## src/sv/smx_pkg.sv

```systemverilog
`timescale 1ns / 1ps
// ----------------------------------------------------------------------------
// smx_pkg: shared types and constants of the softmax vector block
// Beat formats of both channels, the default vector length, and the
// constants of the base-2 exponential approximation.
// ----------------------------------------------------------------------------
package smx_pkg;

  localparam int SMX_MAX_LEN = 32;

  // Width of the Q0.16 exponential (1.0 needs the seventeenth bit).
  localparam int EXP_W = 17;

  // log2(e) in Q16.
  localparam logic [16:0] LOG2E_Q16 = 17'd94548;

  // 2^(-i/16) in Q16 for i = 0 .. 16.
  localparam logic [16:0] POW2_FRAC [17] = '{
    17'd65536, 17'd62757, 17'd60097, 17'd57549, 17'd55109, 17'd52773,
    17'd50535, 17'd48393, 17'd46341, 17'd44376, 17'd42495, 17'd40693,
    17'd38968, 17'd37316, 17'd35734, 17'd34219, 17'd32768
  };

  typedef struct packed {
    logic signed [15:0] value;
    logic               last;
  } elem_t;

  typedef struct packed {
    logic [15:0] prob;
    logic [5:0]  index;
    logic        final_res;
  } res_t;

endpackage

```

## src/sv/smx_exp.sv

```systemverilog
`timescale 1ns / 1ps
// ----------------------------------------------------------------------------
// smx_exp: exp(-d) in Q0.16 for a Q8.8 distance d
// Three-stage pipeline: log2(e) scaling, table interpolation of the
// fractional power of two, and the integer right shift.
// ----------------------------------------------------------------------------
module smx_exp (
  input  logic        clk,
  input  logic        rst,
  input  logic        start,
  input  logic [15:0] d,
  output logic        e_valid,
  output logic [smx_pkg::EXP_W-1:0] e
);
  import smx_pkg::*;

  logic [32:0] prod;
  logic        v1;
  logic        v2;
  logic [8:0]  k2;
  logic [16:0] th2;
  logic [15:0] dl2;

  logic [16:0] t;
  logic [4:0]  h;
  logic [3:0]  l;
  logic [16:0] tab_diff;
  logic [16:0] m;

  always_comb begin
    t        = prod[32:16];
    h        = {1'b0, t[7:4]};
    l        = t[3:0];
    tab_diff = POW2_FRAC[h] - POW2_FRAC[h + 5'd1];
    m        = th2 - 17'((17'(dl2) + 17'd8) >> 4);
  end

  always_ff @(posedge clk) begin
    if (rst) begin
      v1      <= 1'b0;
      v2      <= 1'b0;
      e_valid <= 1'b0;
    end else begin
      v1      <= start;
      v2      <= v1;
      e_valid <= v2;
    end
    prod <= 33'(d) * 33'(LOG2E_Q16);
    k2   <= t[16:8];
    th2  <= POW2_FRAC[h];
    dl2  <= 16'(tab_diff[11:0] * l);
    // Beyond sixteen octaves the result underflows to zero.
    if (k2 > 9'd16) begin
      e <= '0;
    end else begin
      e <= m >> k2[4:0];
    end
  end

endmodule

```

## src/sv/smx_div.sv

```systemverilog
`timescale 1ns / 1ps
// ----------------------------------------------------------------------------
// smx_div: restoring divider for (e << 16) / sum
// Produces one quotient bit per cycle; the quotient
// never exceeds 65536 because every exponential is part of the sum.
// ----------------------------------------------------------------------------
module smx_div #(
  parameter int SUM_W = 22
) (
  input  logic                      clk,
  input  logic                      rst,
  input  logic                      start,
  input  logic [smx_pkg::EXP_W-1:0] dividend,
  input  logic [SUM_W-1:0]          divisor,
  output logic                      done,
  output logic [smx_pkg::EXP_W-1:0] q
);
  import smx_pkg::*;

  localparam int REM_W  = SUM_W + 1;
  localparam int STEP_W = $clog2(EXP_W + 1);

  logic [REM_W-1:0]  rem;
  logic [EXP_W-1:0]  dbits;
  logic [STEP_W-1:0] step;
  logic              busy;

  logic [REM_W-1:0] shifted;
  logic [REM_W-1:0] reduced;
  logic             fits;

  always_comb begin
    shifted = {rem[SUM_W-1:0], dbits[EXP_W-1]};
    fits    = shifted >= {1'b0, divisor};
    reduced = shifted - {1'b0, divisor};
  end

  always_ff @(posedge clk) begin
    if (rst) begin
      busy <= 1'b0;
      done <= 1'b0;
    end else begin
      // The flag rises together with the last quotient bit.
      done <= busy && !start && (step == STEP_W'(1));
      if (start) begin
        busy <= 1'b1;
        step <= STEP_W'(EXP_W);
        // The top dividend bits are e >> 1, already below the divisor.
        rem   <= REM_W'(dividend[EXP_W-1:1]);
        dbits <= {dividend[0], {(EXP_W-1){1'b0}}};
        q     <= '0;
      end else if (busy) begin
        rem   <= fits ? reduced : shifted;
        dbits <= dbits << 1;
        q     <= {q[EXP_W-2:0], fits};
        step  <= step - STEP_W'(1);
        if (step == STEP_W'(1)) begin
          busy <= 1'b0;
        end
      end
    end
  end

endmodule

```

## src/sv/softmax_vector.sv

```systemverilog
`timescale 1ns / 1ps
// ----------------------------------------------------------------------------
// softmax_vector: max-subtracted softmax over a vector of Q8.8 samples
// Loads a vector, then emits one Q0.16 probability per stored element.
// ----------------------------------------------------------------------------
// Elements arrive one beat per cycle on the elem channel while a running
// maximum is kept; at most MAX_LEN are stored and later ones are dropped,
// though a dropped beat that carries last still closes the vector. Once the
// last beat is taken, elem_stall stays high until the final result of the
// vector has been loaded into the output register. The exponential pass
// streams the stored samples through the three-stage exponential pipeline,
// one per cycle. Each probability is then formed by the bit-serial divider,
// which retires one quotient bit per cycle. The elements are handled one
// at a time, each through a memory read, the divider start, the divider
// steps and the output load, which waits while a held result beat is
// stalled. The result beat of the last element carries final_res. A single
// element, or one far above the rest, gives a quotient of 1.0 that is
// reported as 65535.
// ----------------------------------------------------------------------------
module softmax_vector #(
  parameter int MAX_LEN = smx_pkg::SMX_MAX_LEN
) (
  input  logic           clk,
  input  logic           rst,
  input  logic           elem_valid,
  output logic           elem_stall,
  input  smx_pkg::elem_t elem,
  output logic           res_valid,
  input  logic           res_stall,
  output smx_pkg::res_t  res
);
  import smx_pkg::*;

  localparam int AW    = (MAX_LEN > 1) ? $clog2(MAX_LEN) : 1;
  localparam int CNT_W = $clog2(MAX_LEN + 1);
  localparam int SUM_W = $clog2(MAX_LEN) + EXP_W;

  localparam logic [2:0] S_LOAD    = 3'd0;
  localparam logic [2:0] S_EXP     = 3'd1;
  localparam logic [2:0] S_DIV_RD  = 3'd2;
  localparam logic [2:0] S_DIV_GO  = 3'd3;
  localparam logic [2:0] S_DIV_RUN = 3'd4;
  localparam logic [2:0] S_OUT     = 3'd5;

  localparam logic signed [15:0] MAX_RESET = 16'sh8000;

  logic [2:0]              state;
  logic [CNT_W-1:0]        count;
  logic signed [15:0]      running_max;
  logic [SUM_W-1:0]        exp_sum;
  logic [CNT_W-1:0]        rd_cnt;
  logic [CNT_W-1:0]        wr_cnt;
  logic                    rd_v;

  // Sample and exponential stores, one write and one registered read each.
  logic signed [15:0] sample_store [MAX_LEN];
  logic [EXP_W-1:0]   exp_store    [MAX_LEN];
  logic signed [15:0] sample_q;
  logic [EXP_W-1:0]   exp_q;

  logic               elem_take;
  logic               room;
  logic               rd_issue;
  logic [16:0]        dist_wide;
  logic               exp_v;
  logic [EXP_W-1:0]   exp_e;
  logic               div_start;
  logic               div_done;
  logic [EXP_W-1:0]   div_q;
  logic               out_free;
  logic               res_load;
  logic               last_idx;

  always_comb begin
    elem_stall = (state != S_LOAD);
    elem_take  = elem_valid && !elem_stall;
    room       = count < CNT_W'(MAX_LEN);
    rd_issue   = (state == S_EXP) && (rd_cnt < count);
    dist_wide  = {running_max[15], running_max} - {sample_q[15], sample_q};
    div_start  = (state == S_DIV_GO);
    out_free   = !res_valid || !res_stall;
    res_load   = (state == S_OUT) && out_free;
    last_idx   = (rd_cnt == count - CNT_W'(1));
  end

  always_ff @(posedge clk) begin
    if (elem_take && room) begin
      sample_store[count[AW-1:0]] <= elem.value;
    end
    if (rd_issue) begin
      sample_q <= sample_store[rd_cnt[AW-1:0]];
    end
  end

  always_ff @(posedge clk) begin
    if (exp_v) begin
      exp_store[wr_cnt[AW-1:0]] <= exp_e;
    end
    if (state == S_DIV_RD) begin
      exp_q <= exp_store[rd_cnt[AW-1:0]];
    end
  end

  smx_exp u_exp (
    .clk     (clk),
    .rst     (rst),
    .start   (rd_v),
    .d       (dist_wide[15:0]),
    .e_valid (exp_v),
    .e       (exp_e)
  );

  smx_div #(
    .SUM_W (SUM_W)
  ) u_div (
    .clk      (clk),
    .rst      (rst),
    .start    (div_start),
    .dividend (exp_q),
    .divisor  (exp_sum),
    .done     (div_done),
    .q        (div_q)
  );

  always_ff @(posedge clk) begin
    if (rst) begin
      state       <= S_LOAD;
      count       <= '0;
      running_max <= MAX_RESET;
      exp_sum     <= '0;
      rd_cnt      <= '0;
      wr_cnt      <= '0;
      rd_v        <= 1'b0;
      res_valid   <= 1'b0;
    end else begin
      rd_v <= rd_issue;
      // A new beat may replace the one that leaves in the same cycle.
      if (res_load) begin
        res_valid <= 1'b1;
      end else if (res_valid && !res_stall) begin
        res_valid <= 1'b0;
      end
      case (state)
        S_LOAD: begin
          if (elem_take) begin
            if (room) begin
              count <= count + CNT_W'(1);
              if (elem.value > running_max) begin
                running_max <= elem.value;
              end
            end
            if (elem.last) begin
              state   <= S_EXP;
              rd_cnt  <= '0;
              wr_cnt  <= '0;
              exp_sum <= '0;
            end
          end
        end
        S_EXP: begin
          if (rd_issue) begin
            rd_cnt <= rd_cnt + CNT_W'(1);
          end
          if (exp_v) begin
            exp_sum <= exp_sum + SUM_W'(exp_e);
            wr_cnt  <= wr_cnt + CNT_W'(1);
            // All reads are issued by the time the last write returns.
            if (wr_cnt == count - CNT_W'(1)) begin
              state  <= S_DIV_RD;
              rd_cnt <= '0;
            end
          end
        end
        S_DIV_RD: begin
          state <= S_DIV_GO;
        end
        S_DIV_GO: begin
          state <= S_DIV_RUN;
        end
        S_DIV_RUN: begin
          if (div_done) begin
            state <= S_OUT;
          end
        end
        S_OUT: begin
          if (res_load) begin
            res.prob      <= div_q[EXP_W-1] ? 16'hFFFF : div_q[15:0];
            res.index     <= 6'(rd_cnt);
            res.final_res <= last_idx;
            if (last_idx) begin
              state       <= S_LOAD;
              count       <= '0;
              running_max <= MAX_RESET;
              exp_sum     <= '0;
            end else begin
              rd_cnt <= rd_cnt + CNT_W'(1);
              state  <= S_DIV_RD;
            end
          end
        end
        default: begin
          state <= S_LOAD;
        end
      endcase
    end
  end

endmodule

```

## config.mk

```make
export PLATFORM = sky130hd
export DESIGN_NAME = softmax_vector
export DESIGN_NICKNAME = d
export VERILOG_FILES = /design/src/sv/smx_pkg.sv /design/src/sv/smx_exp.sv /design/src/sv/smx_div.sv /design/src/sv/softmax_vector.sv
export SDC_FILE = /design/constraint.sdc
export NUM_CORES = 2
export LEC_CHECK = 0
export ABC_AREA = 1
export BUFFER_PORTS_ARGS = -buffer_cell sky130_fd_sc_hd__buf_4
export CAP_MARGIN = 20
export CORE_ASPECT_RATIO = 2
export CORE_UTILIZATION = 40
export DETAILED_ROUTE_END_ITERATION = 6
export SLEW_MARGIN = 20
export SYNTH_ARGS = -nofsm -noshare
export SYNTH_HDL_FRONTEND = slang
export SYNTH_SLANG_ARGS = --single-unit
```

## constraint.sdc

```tcl
create_clock -name clk -period 15.85 [get_ports clk]
set_input_delay 4.755 -clock clk [delete_from_list [all_inputs] [get_ports clk]]
set_output_delay 4.755 -clock clk [all_outputs]
set_load 0.01 [all_outputs]
```

-- After elaboration in Yosys (flattened, before gate mapping)
Memory sizes are Yosys's and may differ from the RTL's. A register that Yosys moved wholly into a read port is not among the register bits.
Index checks and enable logic that the tools add are counted.
- $add $sub $neg: 12
- multipliers: 2
- magnitude comparators: 7
- equality and inequality tests: 18
- shift-type cells: 1
- muxes and demuxes: 55
- bitwise logic cells: 3
- reductions and logical operators: 27
- operator list (cell ; number):
    22-bit two-way mux ; 7
    16-bit two-way mux ; 6
    17-bit two-way mux ; 5
    6-bit two-way mux ; 12
    22-bit one-hot mux with 3 select lines ; 1
    16-bit one-hot mux with 2 select lines ; 1
    16-bit by 15-bit multiplier with 31-bit output (second input constant) ; 1
    12-bit two-way mux ; 2
    6-bit one-hot mux with 2 select lines ; 2
    23-bit by 22-bit greater-or-equal comparator with 1-bit output ; 1
    22-bit by 17-bit adder with 22-bit output ; 1
    22-bit subtractor ; 1
    6-bit by 1-bit adder with 6-bit output (second input constant) ; 3
    3-bit two-way mux ; 6
    3-bit one-hot mux with 6 select lines ; 1
    6-bit one-hot mux with 3 select lines ; 1
    6-bit AND reduction ; 3
    16-bit by 4-bit adder with 17-bit output (second input constant) ; 1
    17-bit by 5-bit >> shifter with 17-bit output ; 1
    17-bit by 13-bit subtractor with 17-bit output ; 1
    16-bit > comparator ; 1
    12-bit by 4-bit multiplier with 16-bit output ; 1
    16-bit subtractor ; 1
    2-bit inequality test (second input constant) ; 7
    30 further kinds ; 58
- register bits after elaboration: 239
- RAM bits: 1056
- ROM bits: 1088
- input bits: 21
- output and inout port bits: 25
- word-level logic and storage cells: 156
- memories kept: 4
- memories (memory ; depth ; width ; rd ports ; clocked after memory_dff ; wr ports ; RTL line ; RTL):
    (no name shown) ; 32 ; 17 ; 1 ; 0 ; 0 ; smx_exp.sv:34 ; tab_diff = POW2_FRAC[h] - POW2_FRAC[h + 5'd1];
    (no name shown) ; 32 ; 17 ; 1 ; 0 ; 0 ; smx_exp.sv:50 ; th2 <= POW2_FRAC[h];
    exp_store ; 32 ; 17 ; 1 ; 1 ; 1 ; softmax_vector.sv:57 ; logic [EXP_W-1:0] exp_store [MAX_LEN];
    sample_store ; 32 ; 16 ; 1 ; 1 ; 1 ; softmax_vector.sv:56 ; logic signed [15:0] sample_store [MAX_LEN];

-- Longest topological paths before layout
- depth after elaboration: 7
- mapped depth: 37
- mapped depth without buffers: 36

-- By module
A second synthesis with hierarchy kept.
- cell total of the unflattened synthesis: 5888
- area total of the unflattened synthesis: 62939.1 um^2
- by module, submodules not included (module ; times used ; cells an instance ; area an instance (um^2)):
    softmax_vector ; 1 ; 3888 ; 48370.1
    smx_exp ; 1 ; 1381 ; 10418.7
    smx_div ; 1 ; 619 ; 4150.2

-- Worst setup path before layout
Ideal clock, no wire load.
- kind: input-to-reg
- start point: input rst
- end point: register u_div.dbits[16] (enable)
- arrival time: 8.154 ns
- data required time: 15.340 ns
- slack: 7.186 ns
- stages: 2
- cell sequence: clkbuf_1 -> o21ai_0
- cells in the longest elaborated chain, start to end: 2
- ends and longest elaborated chain (what ; RTL line ; RTL):
    start: declaration ; softmax_vector.sv:24 ; input logic rst,
    1-bit NOT (no line) ; - ;
    2-bit AND reduction (no line) ; - ;
    end signal: assignment ; smx_div.sv:50 ; dbits <= {dividend[0], {(EXP_W-1){1'b0}}};
    end signal: assignment ; smx_div.sv:54 ; dbits <= dbits << 1;
    end: declaration ; smx_div.sv:24 ; logic [EXP_W-1:0] dbits;
Every way passes these cells.
A chain may end at the register's enable or synchronous reset.

-- Worst setup path in the final report
- start point: register running_max[0]
- end point: register u_exp.prod[29]
- cells in the longest elaborated chain, start to end: 2
- ends and longest elaborated chain (what ; RTL line ; RTL):
    start: declaration ; softmax_vector.sv:49 ; logic signed [15:0] running_max;
    start signal: assignment ; softmax_vector.sv:149 ; running_max <= elem.value;
    16-bit subtractor ; softmax_vector.sv:79 ; dist_wide = {running_max[15], running_max} - {sample_q[15], sample_q};
    16-bit by 15-bit multiplier with 31-bit output ; smx_exp.sv:48 ; prod <= 33'(d) * 33'(LOG2E_Q16);
    end signal: assignment ; smx_exp.sv:48 ;
    end: declaration ; smx_exp.sv:17 ; logic [32:0] prod;
Every way passes these cells.

==> flow_metrics.py <==
metrics = {
    "global_route": {
        "grtUsageTotal_pct": 23.0,
        "antenna_found_initial": 1,
        "grt_max_degree": 173,
        "overflow": 0,
        "grt_pass1_wl_microns": 268000,
        "grt_pass1_vias": 43627,
    },
    "timing": {
        "fin_tns_setup_ns": 0,
        "setup-violations-final": 0,
        "worstMarginPinSlew_ns": 1.09,
        "rsz0062_at_grt": "no",
        "setup_ws_ns": 8.93,
        "min_period_ns": 6.92,
        "fmax_mhz": 145,
        "final_hold_viol_count": 0,
        "finalCritPeriodShare_pct": 43.7,
        "drv_slew": 0,
        "slew_headroom_pct": 27.2,
        "skew_ns": 0.0741,
    },
    "critical_path": {
        "cp.arrival_ns": 7.49,
        "path_buf_inv": 4,
        "crit_type": "reg -> reg",
        "rr_worst_depth": 26,
        "cp-end-kind": "register",
        "crit_slowest_cell": "xor2_1",
        "crit_family": "adder cells",
        "path_common_cell": "fa_1",
        "cp.depth": 26,
        "cpPeakStageDelay_ns": 0.54,
        "worst_ep_required_time_ns": 16.42,
        "crit_path_start_kind": "register",
        "crit_fanout": 6,
    },
    "routing": {
        "drt_iter0_markers": 3169,
        "vias": 43571,
        "avgViaCountPerCell": 5.58,
        "wl_microns": 181000,
        "ant_nets": 0,
        "drc": 0,
        "avgRoutedWirePerCell_microns": 23.2,
        "drt_pass1_iterations": 6,
    },
    "yosys": {
        "yosys.area_share.simple_pct": 12.5,
        "netlist_top_cells_area": "edfxtp_1 (56%), o21ai_0 (5.4%), ha_1 (5.3%)",
        "synth-main-ff-cell": "edfxtp_1",
        "yosysTopAreaCellShare_pct": 56.1,
        "async_reset_ff_share_pct": 0,
        "ys.warnings.count": 0,
        "synth_compound_area_share_pct": 12.4,
        "synth.distinct_cells": 58,
        "syn_avg_cell_area_sq_um": 10.9,
        "ys_ff_latch": 1296,
        "synth_enable_flop_cells": 1157,
        "synth_top_family_by_area": "simple AND/OR/NAND/NOR gates",
        "synth_xor_area_share_pct": 1.48,
        "syn-num-nets": 6045,
        "yosysTopAreaCell": "edfxtp_1",
        "ys_seq_area_share_pct": 60.6,
        "synthMuxAreaShare_pct": 0.0162,
        "synth_area_sq_um": 62000,
        "syn_inst": 5666,
        "synth_fa_ha_area_share_pct": 8.37,
    },
    "clock_network": {
        "clk_latency_ns": 0.76,
        "clk_path_buf_depth": 3,
        "post-cts-setup-buffers": 0,
        "clkTransAtPathRegs_ns": 0.08,
        "cts-buffers-inserted": 111,
        "htreeDepth": 3,
        "post_cts_resized": 0,
        "clk_root_buffer_cell": "clkbuf_16",
        "cts_tree": "yes",
        "hold_buffers": 0,
        "clock-sinks": 1296,
    },
    "flow_run": {
        "max_cap_violations": 0,
    },
    "layout": {
        "drive_above_1_share_pct": 7.44,
        "fill_cells": 14245,
        "fin_nets": 6041,
        "syn2layout_area_growth_pct": 10.8,
    },
    "floorplan": {
        "start_util_pct": 40.4,
        "ios": 46,
        "fp.coreArea_sq_um": 153000,
        "die-area_sq_um": 157000,
        "die_width_microns": 280,
        "num_rows": 203,
        "die_y_microns": 559,
    },
    "worst_hold_path": {
        "min_path_type": "reg -> reg",
        "whs_path_depth": 0,
    },
    "placement": {
        "gp_congestion": 0.903,
        "portBuffers": 45,
        "pre_cts_slack_ns": 8.49,
        "dp_hpwl_microns": 120000,
    },
    "run_status": {
        "outcome": "completed",
    },
}
[per-stage QoR]
stage	instance area [sq um]	std cells	hold slack, ns	util [%]
floorplan	62000	5666	0.310	-
global placement	64700	7597	0.312	42.2
detailed placement	64700	7597	0.312	42.2
CTS	68600	7802	0.328	44.7
global route	68600	7805	0.333	44.7
finish	68600	7806	0.329	44.7
[cells in the final DEF (no fill, tap or decap), types with 15 or more instances in the layout]
| cell | netlist | routed |
|---|---|---|
| clkinv_2 | 1 | 27 |
| o21ai_0 | 666 | 665 |
| dfxtp_1 | 139 | 134 |
| ha_1 | 264 | 264 |
| nand2_1 | 595 | 595 |
| fa_1 | 94 | 94 |
| clkbuf_16 | 0 | 115 |
| xor2_1 | 72 | 72 |
| o22ai_1 | 60 | 60 |
| clkbuf_1 | 207 | 15 |
| a21oi_1 | 199 | 199 |
| xnor2_1 | 28 | 28 |
| nand3_1 | 299 | 299 |
| clkinv_1 | 4 | 20 |
| nor2_1 | 879 | 845 |
| buf_4 | 7 | 149 |
| edfxtp_1 | 1157 | 1157 |
| nand4_1 | 27 | 27 |
| nor3_1 | 24 | 21 |
| inv_1 | 450 | 447 |
| a32oi_1 | 32 | 32 |
| nor2_2 | 6 | 38 |
| o211ai_1 | 20 | 20 |
| a31oi_1 | 43 | 43 |
| o221ai_1 | 209 | 209 |
[cells in the mapped netlist, drive strengths merged (13+ instances only)]
| cell | number |
|---|---|
| o21ai | 673 |
| clkbuf | 207 |
| buf | 65 |
| nor2 | 887 |
| inv | 464 |
| a21o | 13 |
| ha | 264 |
| nand3 | 302 |
| fa | 94 |
| a32oi | 32 |
| o221ai | 209 |
| o211ai | 20 |
| o22ai | 60 |
| a21oi | 199 |
| xor2 | 73 |
| nand2 | 605 |
| xnor2 | 28 |
| or2 | 14 |
| nor3 | 25 |
| nand4 | 27 |
| a31oi | 44 |
| edfxtp | 1157 |
| dfxtp | 139 |
[worst reg2reg max path: stages (launching register included)]
cell and delay [ns]:
dfxtp_1 0.38, inv_1 0.10, ha_1 0.24, fa_1 0.44, o21ai_1 0.30, nand4_1 0.16, nand3_1 0.16, xor2_1 0.54
ha_1 0.37, ha_1 0.28, inv_1 0.05, fa_1 0.52, inv_1 0.06, fa_1 0.54, fa_1 0.43, fa_1 0.46
ha_1 0.36, nand2_1 0.13, nor2_1 0.16, inv_1 0.05, nor3_1 0.22, nand3_1 0.12, nand3_1 0.22, nand3_1 0.10
nand2_1 0.11, a21oi_1 0.08, xor2_1 0.14
[area by class of cell]
cell class              count  area, sq um  area share, %
diodes                      2         5.00        0.00729
clock buffers             133         2980           4.34
clock inverters            72          871           1.27
inverters                 469         1790           2.61
multi-input cells        3629        21700           31.6
flip-flops and latches   1296        37500           54.7
well taps                2050         2560           3.74
repair buffers            155         1220           1.78
[state kept, by name (all words and copies together) (netlist names), 3 cells and up]
| name | cells |
|---|---|
| running_max | 16 |
| res | 23 |
| u_exp.th2 | 17 |
| u_exp.e | 17 |
| sample_q | 16 |
| u_div.rem | 22 |
| exp_store | 544 |
| u_div.step | 5 |
| state | 3 |
| wr_cnt | 6 |
| exp_sum | 22 |
| exp_q | 17 |
| u_div.q | 17 |
| u_exp.k2 | 9 |
| sample_store | 512 |
| count | 6 |
| rd_cnt | 6 |
| u_exp.dl2 | 13 |
| u_exp.prod | 17 |
[kinds of logic after synthesis]
kind of cell | count (synthesis)
multiplexers | 1
AO/OA/AOI/OAI | 1288
XOR/XNOR | 102
buffers and inverters | 741
AND/OR/NAND/NOR | 1880
adder cells (fa/ha/maj) | 358
flip-flops | 1296
[metal layers]
layer	part of all wire, %	global-route usage, %
met1	34	23.4
met2	55	44.9
met3	4.4	2.34
met4	6.0	12.8
met5	0	0
[final timing paths]
kind / startpoint / to / slack [ns]
min reg2reg: u_exp.prod[24] / u_exp.k2[0] / 0.33
min: u_exp.prod[24] / u_exp.k2[0] / 0.33
max reg2reg: running_max[0] / u_exp.prod[29] / 8.93
max: running_max[0] / u_exp.prod[29] / 8.93
Power is left out: the tool's default activity adds up to more than one toggle a clock period on the data nets, which glitch-free logic cannot reach.
